`config.mk`:
```
export PLATFORM = sky130hd
export DESIGN_NAME = double_ended_queue
export DESIGN_NICKNAME = d
export VERILOG_FILES = /design/src/rtl/dq_pkg.sv /design/src/rtl/dq_datapath.sv /design/src/rtl/dq_ctrl.sv /design/src/rtl/double_ended_queue.sv
export SDC_FILE = /design/constraint.sdc
export NUM_CORES = 1
export LEC_CHECK = 0
export BUFFER_PORTS_ARGS = -buffer_cell sky130_fd_sc_hd__buf_2
export CELL_PAD_IN_SITES_DETAIL_PLACEMENT = 1
export CELL_PAD_IN_SITES_GLOBAL_PLACEMENT = 2
export CORE_MARGIN = 10
export CORE_UTILIZATION = 48
export DETAILED_ROUTE_END_ITERATION = 8
export PLACE_DENSITY_LB_ADDON = 0.05
export SYNTH_ARGS = -nofsm -noshare
export SYNTH_HDL_FRONTEND = slang
export SYNTH_HIERARCHICAL = 1
export SYNTH_SLANG_ARGS = --single-unit
export TNS_END_PERCENT = 100
```
`constraint.sdc`:
```
create_clock -name clk_i -period 7 [get_ports clk_i]
set_input_delay 0.35 -clock clk_i [delete_from_list [all_inputs] [get_ports clk_i]]
set_output_delay 0.35 -clock clk_i [all_outputs]
set_load 0.01 [all_outputs]
```
`src/rtl/dq_pkg.sv`:
```
// Shared types, codes and constants for the double-ended queue.
package dq_pkg;

  localparam int DEPTH    = 16;
  localparam int LIST_CAP = 16;

  localparam logic [2:0] CMD_LIST       = 3'd0;
  localparam logic [2:0] CMD_PUSH_FRONT = 3'd1;
  localparam logic [2:0] CMD_PUSH_BACK  = 3'd2;
  localparam logic [2:0] CMD_POP_FRONT  = 3'd3;
  localparam logic [2:0] CMD_POP_BACK   = 3'd4;

  localparam logic [1:0] STATUS_OK    = 2'd0;
  localparam logic [1:0] STATUS_EMPTY = 2'd1;
  localparam logic [1:0] STATUS_FULL  = 2'd2;

  typedef enum logic [2:0] {
    OP_NONE,
    OP_PUSH_FRONT,
    OP_PUSH_BACK,
    OP_POP_FRONT,
    OP_POP_BACK,
    OP_LIST_START,
    OP_LIST_READ
  } op_e;

  typedef struct packed {
    op_e op;
  } dp_cmd_t;

  typedef struct packed {
    logic       empty;
    logic       full;
    logic [3:0] cap_m1;
  } dp_status_t;

endpackage

```
`src/rtl/dq_datapath.sv`:
```
// Datapath: ring store, front pointer, entry count and list read pointer.
module dq_datapath #(
  parameter int DEPTH = dq_pkg::DEPTH
) (
  input  logic               clk_i,
  input  logic               rst_ni,
  input  dq_pkg::dp_cmd_t    cmd_i,
  input  logic signed [31:0] value_i,
  output dq_pkg::dp_status_t status_o,
  output logic signed [31:0] data_o
);

  localparam int PTR_W = $clog2(DEPTH);
  localparam int CNT_W = $clog2(DEPTH + 1);
  localparam int SUM_W = ((PTR_W > CNT_W) ? PTR_W : CNT_W) + 1;
  localparam int CMP_W = (CNT_W > 5) ? CNT_W : 5;

  logic [31:0]      mem [DEPTH];
  logic [PTR_W-1:0] front_q, front_d;
  logic [CNT_W-1:0] count_q, count_d;
  logic [PTR_W-1:0] rd_ptr_q, rd_ptr_d;
  logic [31:0]      rd_data_q;
  logic             list_q;

  logic             wr_en;
  logic [PTR_W-1:0] wr_addr;
  logic [PTR_W-1:0] front_inc, front_dec, rd_ptr_inc, back_slot;
  logic [SUM_W-1:0] back_sum;
  logic [CMP_W-1:0] count_ext, cap;

  always_comb begin
    front_inc  = (front_q == PTR_W'(DEPTH - 1)) ? '0 : front_q + PTR_W'(1);
    front_dec  = (front_q == '0) ? PTR_W'(DEPTH - 1) : front_q - PTR_W'(1);
    rd_ptr_inc = (rd_ptr_q == PTR_W'(DEPTH - 1)) ? '0 : rd_ptr_q + PTR_W'(1);
    back_sum   = SUM_W'(front_q) + SUM_W'(count_q);
    if (back_sum >= SUM_W'(DEPTH)) begin
      back_slot = PTR_W'(back_sum - SUM_W'(DEPTH));
    end else begin
      back_slot = PTR_W'(back_sum);
    end
    count_ext = CMP_W'(count_q);
    cap = (count_ext >= CMP_W'(dq_pkg::LIST_CAP)) ? CMP_W'(dq_pkg::LIST_CAP) : count_ext;
    status_o.empty  = (count_q == '0);
    status_o.full   = (count_q >= CNT_W'(DEPTH));
    status_o.cap_m1 = 4'(cap - CMP_W'(1));
  end

  always_comb begin
    front_d  = front_q;
    count_d  = count_q;
    rd_ptr_d = rd_ptr_q;
    wr_en    = 1'b0;
    wr_addr  = back_slot;
    case (cmd_i.op)
      dq_pkg::OP_PUSH_FRONT: begin
        front_d = front_dec;
        count_d = count_q + CNT_W'(1);
        wr_en   = 1'b1;
        wr_addr = front_dec;
      end
      dq_pkg::OP_PUSH_BACK: begin
        count_d = count_q + CNT_W'(1);
        wr_en   = 1'b1;
      end
      dq_pkg::OP_POP_FRONT: begin
        front_d = front_inc;
        count_d = count_q - CNT_W'(1);
      end
      dq_pkg::OP_POP_BACK: begin
        count_d = count_q - CNT_W'(1);
      end
      dq_pkg::OP_LIST_START: begin
        rd_ptr_d = front_q;
      end
      dq_pkg::OP_LIST_READ: begin
        rd_ptr_d = rd_ptr_inc;
      end
      default: begin
      end
    endcase
  end

  always_ff @(posedge clk_i or negedge rst_ni) begin
    if (!rst_ni) begin
      front_q <= '0;
      count_q <= '0;
    end else begin
      front_q <= front_d;
      count_q <= count_d;
    end
  end

  always_ff @(posedge clk_i) begin
    rd_ptr_q <= rd_ptr_d;
    list_q   <= (cmd_i.op == dq_pkg::OP_LIST_READ);
  end

  always_ff @(posedge clk_i) begin
    if (wr_en) begin
      mem[wr_addr] <= value_i;
    end
  end

  always_ff @(posedge clk_i) begin
    if (cmd_i.op == dq_pkg::OP_LIST_READ) begin
      rd_data_q <= mem[rd_ptr_q];
    end
  end

  assign data_o = list_q ? signed'(rd_data_q) : '0;

endmodule

```
`src/rtl/dq_ctrl.sv`:
```
// Controller: command decode, list sequencer and result registers.
module dq_ctrl (
  input  logic               clk_i,
  input  logic               rst_ni,
  input  logic               start,
  input  logic [2:0]         cmd_i,
  output logic               busy,
  input  dq_pkg::dp_status_t dp_status_i,
  output dq_pkg::dp_cmd_t    dp_cmd_o,
  output logic               result_valid_o,
  output logic [1:0]         status_o,
  output logic [3:0]         position_o,
  output logic               last_o
);

  localparam logic ST_IDLE = 1'b0;
  localparam logic ST_LIST = 1'b1;

  logic       state_q, state_d;
  logic [3:0] idx_q, idx_d;
  logic [3:0] n_m1_q, n_m1_d;
  logic       valid_q, valid_d;
  logic [1:0] status_q, status_d;
  logic [3:0] pos_q, pos_d;
  logic       last_q, last_d;

  assign busy = (state_q == ST_LIST);

  always_comb begin
    state_d     = state_q;
    idx_d       = idx_q;
    n_m1_d      = n_m1_q;
    valid_d     = 1'b0;
    status_d    = dq_pkg::STATUS_OK;
    pos_d       = '0;
    last_d      = 1'b1;
    dp_cmd_o.op = dq_pkg::OP_NONE;
    case (state_q)
      ST_IDLE: begin
        if (start) begin
          case (cmd_i)
            dq_pkg::CMD_LIST: begin
              if (dp_status_i.empty) begin
                valid_d  = 1'b1;
                status_d = dq_pkg::STATUS_EMPTY;
              end else begin
                dp_cmd_o.op = dq_pkg::OP_LIST_START;
                state_d     = ST_LIST;
                idx_d       = '0;
                n_m1_d      = dp_status_i.cap_m1;
              end
            end
            dq_pkg::CMD_PUSH_FRONT, dq_pkg::CMD_PUSH_BACK: begin
              valid_d = 1'b1;
              if (dp_status_i.full) begin
                status_d = dq_pkg::STATUS_FULL;
              end else if (cmd_i == dq_pkg::CMD_PUSH_FRONT) begin
                dp_cmd_o.op = dq_pkg::OP_PUSH_FRONT;
              end else begin
                dp_cmd_o.op = dq_pkg::OP_PUSH_BACK;
              end
            end
            dq_pkg::CMD_POP_FRONT, dq_pkg::CMD_POP_BACK: begin
              valid_d = 1'b1;
              if (dp_status_i.empty) begin
                status_d = dq_pkg::STATUS_EMPTY;
              end else if (cmd_i == dq_pkg::CMD_POP_FRONT) begin
                dp_cmd_o.op = dq_pkg::OP_POP_FRONT;
              end else begin
                dp_cmd_o.op = dq_pkg::OP_POP_BACK;
              end
            end
            default: begin
            end
          endcase
        end
      end
      ST_LIST: begin
        dp_cmd_o.op = dq_pkg::OP_LIST_READ;
        valid_d     = 1'b1;
        pos_d       = idx_q;
        last_d      = (idx_q == n_m1_q);
        idx_d       = idx_q + 4'd1;
        if (idx_q == n_m1_q) begin
          state_d = ST_IDLE;
        end
      end
      default: begin
        state_d = ST_IDLE;
      end
    endcase
  end

  always_ff @(posedge clk_i or negedge rst_ni) begin
    if (!rst_ni) begin
      state_q <= ST_IDLE;
      valid_q <= 1'b0;
    end else begin
      state_q <= state_d;
      valid_q <= valid_d;
    end
  end

  always_ff @(posedge clk_i) begin
    idx_q    <= idx_d;
    n_m1_q   <= n_m1_d;
    status_q <= status_d;
    pos_q    <= pos_d;
    last_q   <= last_d;
  end

  assign result_valid_o = valid_q;
  assign status_o       = status_q;
  assign position_o     = pos_q;
  assign last_o         = last_q;

endmodule

```
`src/rtl/double_ended_queue.sv`:
```
// Top level of the double-ended queue: controller plus ring-store datapath.
// Push and pop: busy stays low, one result beat in the cycle after start.
// List: busy while up to min(count,16) entries are read, one beat per cycle, the first
// beat after the start decode and the first read; the next command is taken in the cycle after the final read.
// Rate is set by the single read port of the ring store; results cannot be stalled.
// Reset clears front pointer, count and controller; store contents stay undefined.
module double_ended_queue #(
  parameter int DEPTH = dq_pkg::DEPTH
) (
  input  logic               clk_i,
  input  logic               rst_ni,
  input  logic               start,
  output logic               busy,
  input  logic [2:0]         cmd_i,
  input  logic signed [31:0] value_i,
  output logic               result_valid_o,
  output logic [1:0]         status_o,
  output logic [3:0]         position_o,
  output logic signed [31:0] data_o,
  output logic               last_o
);

  dq_pkg::dp_cmd_t    dp_cmd;
  dq_pkg::dp_status_t dp_status;

  dq_ctrl u_ctrl (
    .clk_i          (clk_i),
    .rst_ni         (rst_ni),
    .start          (start),
    .cmd_i          (cmd_i),
    .busy           (busy),
    .dp_status_i    (dp_status),
    .dp_cmd_o       (dp_cmd),
    .result_valid_o (result_valid_o),
    .status_o       (status_o),
    .position_o     (position_o),
    .last_o         (last_o)
  );

  dq_datapath #(
    .DEPTH (DEPTH)
  ) u_datapath (
    .clk_i    (clk_i),
    .rst_ni   (rst_ni),
    .cmd_i    (dp_cmd),
    .value_i  (value_i),
    .status_o (dp_status),
    .data_o   (data_o)
  );

endmodule

```
==> metrics <==
Total GRT Usage=0.189; antenna fix cells=0; Worst EP required=7270 ps; Port Buffers=around 80; Crit path arrival time=5010 ps; GRT Residual Overflow=0; most frequent cells in the layout=edfxtp_1, mux2i_1, buf_2; vias per cell=5.87; vias in the first global route=around 12k; Final Hold Viols=0; commonest non-fill, non-tap cell in the layout=edfxtp_1; worst hold endpoint=u_ctrl/result_valid_o; total iterations of the first detailed-routing run=5; reg-to-reg slack, setup=2260 ps; RSZ-0062 raised after global routing=no; Final Setup Violations=0; Hold Path Cell Cnt=2; DRC viols=0; post-CTS sizing=0; antenna viol nets, final=0; DR WL/cell=~27 um; Cell Area, Placed=approximately 0.024 mm^2; Final min period=approximately 4700 ps; P_leak=~0.0086 uW; largest net degree at the start of global routing=between 100 and 150; clock sink total=roughly 580; final wirelength=53,100 um; GPL Wtd Cong=~0.76; share of layout cells above drive strength 1=0.203; Tightest Pin Transition=around 1300 ps; Syn Nets=~1.3k; Critical Path Sink Type=flip-flop; io pins=79; reg2reg start=u_datapath/count_ext[1]; first-pass GRT wire length=~80,000 um; total die area=0.0564 mm^2; initial core utilization=0.487; CTS Buffer Depth=3; nets=1,366; die width=238 um; Hold Crit Class=in -> reg; Primary FF master, synth=edfxtp_1; Max Cap Viol=0; Post-Syn Area=0.0227 mm^2; R2R cell count=10; half-perimeter wire length after placement=approximately 31,000 um; Slew Limit Headroom=0.115; Pins Over Slew Limit=0; Design Area, Final=between 0.02 and 0.03 mm^2; register area share after synthesis=0.754; synth unique cells=just over 50; RR Endpoint=u_datapath/mem[8][8]; vias post-DR=about 12k; count of flip-flops with a built-in enable after synthesis=556; total CTS buffers=58; worst hold path startpoint=start; Cell Rows=79; CTS tree=built; Mean Syn Cell Area=about 19 um^2; antenna violations before repair=1; register bit count reported by yosys=~580; Peak VDD IR=approximately 0.33 mV; core footprint=0.0467 mm^2; Power Density=438 mW/mm^2; Setup TNS=0 ps; crit share post-route=0.677; die height=about 240 um; CP Class=reg -> reg; clock skew=10.6 ps; Layout area overhead=12.8%; crit start category=flip-flop; status=finished, final reports clean; FMAX=~0.21 GHz; critical path peak fanout=22; htree depth=2; Post-synth ARST share=0.0191; Clk pin slew, worst setup/hold paths=around 60 ps; clk_lat worst skew=just over 600 ps; CTS root buffer=clkbuf_16; initial DRC count=974; Cells after Synth=1,217; YS warnings=6; Post-CTS Setup Bufs=0
-- cell usage after synthesis (3+ instances only) --
master | number | area share
buf_1 | 9 | 0.0015
nand2_1 | 47 | 0.0078
a22oi_1 | 32 | 0.011
buf_2 | 25 | 0.0055
a211o_1 | 3 | 0.0012
nor2b_1 | 5 | 0.0014
ha_1 | 11 | 0.0061
inv_1 | 13 | 0.0021
nor3_1 | 10 | 0.0022
mux2i_1 | 131 | 0.058
a21o_1 | 3 | 0.00099
nand2b_1 | 12 | 0.0033
a21oi_1 | 15 | 0.0033
xnor2_1 | 12 | 0.0046
a221oi_1 | 64 | 0.025
o21ai_0 | 46 | 0.010
dfxtp_1 | 8 | 0.0071
dfrtp_1 | 11 | 0.012
buf_6 | 3 | 0.0015
a31oi_1 | 3 | 0.00083
nor2_1 | 20 | 0.0033
mux4_2 | 64 | 0.063
edfxtp_1 | 556 | 0.74
clkbuf_1 | 28 | 0.0046
xor2_1 | 7 | 0.0027
and2_1 | 41 | 0.011
-- worst max-delay path by stage --
stage	startpoint	endpoint	slack, ps	depth (start not counted)
after global placement	u_datapath/count_ext[0]	u_datapath/mem[14][7]	2400	10
after detailed placement	u_datapath/count_ext[1]	u_datapath/mem[8][3]	2240	10
final	u_datapath/count_ext[1]	u_datapath/mem[8][8]	2260	10
after floorplan	u_datapath/count_ext[1]	u_datapath/mem[0][0]	1780	8
after global routing	u_datapath/count_ext[1]	u_datapath/mem[8][3]	1950	10
after CTS	u_datapath/count_ext[1]	u_datapath/mem[14][7]	2220	10
-- cell type report --
| cell class | instances | area [um^2] |
|---|---|---|
| clock buffer | 71 | 1520 |
| clock inverter | 36 | 215 |
| fill | 4161 | 21000 |
| inverter | 14 | 52.6 |
| multi-input combinational | 563 | 5340 |
| sequential | 575 | 17100 |
| tap | 607 | 759 |
| timing repair buffer | 103 | 606 |
-- where the power goes --
group	total (uW)	switching, uW	leakage (uW)	internal [uW]
clock network	2850	1240	0.000851	1610
registers	4710	215	0.00522	4490
logic	3670	2300	0.00257	1360
-- state kept, by name, indices dropped and copies added (netlist names) --
name	flops
u_ctrl/idx_q	4
u_datapath/list_q	1
u_datapath/rd_data_q	32
u_ctrl/n_m1_q	4
u_ctrl/position_o	4
u_datapath/front_q	4
u_ctrl/last_o	1
u_datapath/mem	512
u_ctrl/result_valid_o	1
u_datapath/count_ext	5
u_ctrl/busy	1
u_datapath/rd_ptr_q	4
u_ctrl/status_o	2
-- cells by family (layout without fill, tap and decap cells) --
group,Yosys count,count (layout),synth area share
buf+inv,79,224,0.0154
compound gates,177,177,0.0559
flops,575,575,0.754
fa+ha+maj,13,13,0.00782
xor+xnor,19,19,0.00733
simple gates,157,157,0.0369
mux,197,197,0.122
-- critical path, cell delays in order (launching register included) --
cell	delay (ps)
dfrtp_1	440
nor3_1	310
nor3b_1	630
mux2i_1	170
a31o_2	380
or3b_4	440
a211o_1	270
o21ai_0	130
a211oi_2	220
nor3_2	900
buf_4	480
-- stage by stage --
step                total power, uW  hold WS, ps   util  cells  setup WS, ps
floorplan                      7200         54.4      -   1217          1780
global placement               8470          248  0.512   1861          2400
detailed placement             8530          244  0.512   1861          2240
CTS                           11400         41.0  0.549   1969          2220
global route                  11900         75.1  0.549   1969          1950
finish                        11200         84.3  0.549   1969          2260
-- metal layers --
layer / wire length [um] / up-vias / GRT usage
met2: 26800 / 219 / 0.320
met5: 0 / - / 0
met1: 23400 / 6137 / 0.254
met4: 853 / 0 / 0.0410
li1: - / 5138 / -
met3: 2060 / 70 / 0.0297
-- timing repair --
action,CTS,global route
hold endpoints to repair,11,0
endpoints found under the setup margin,0,0
hold buffers,1,0
Note: power is estimated with default switching activity, not from simulation.
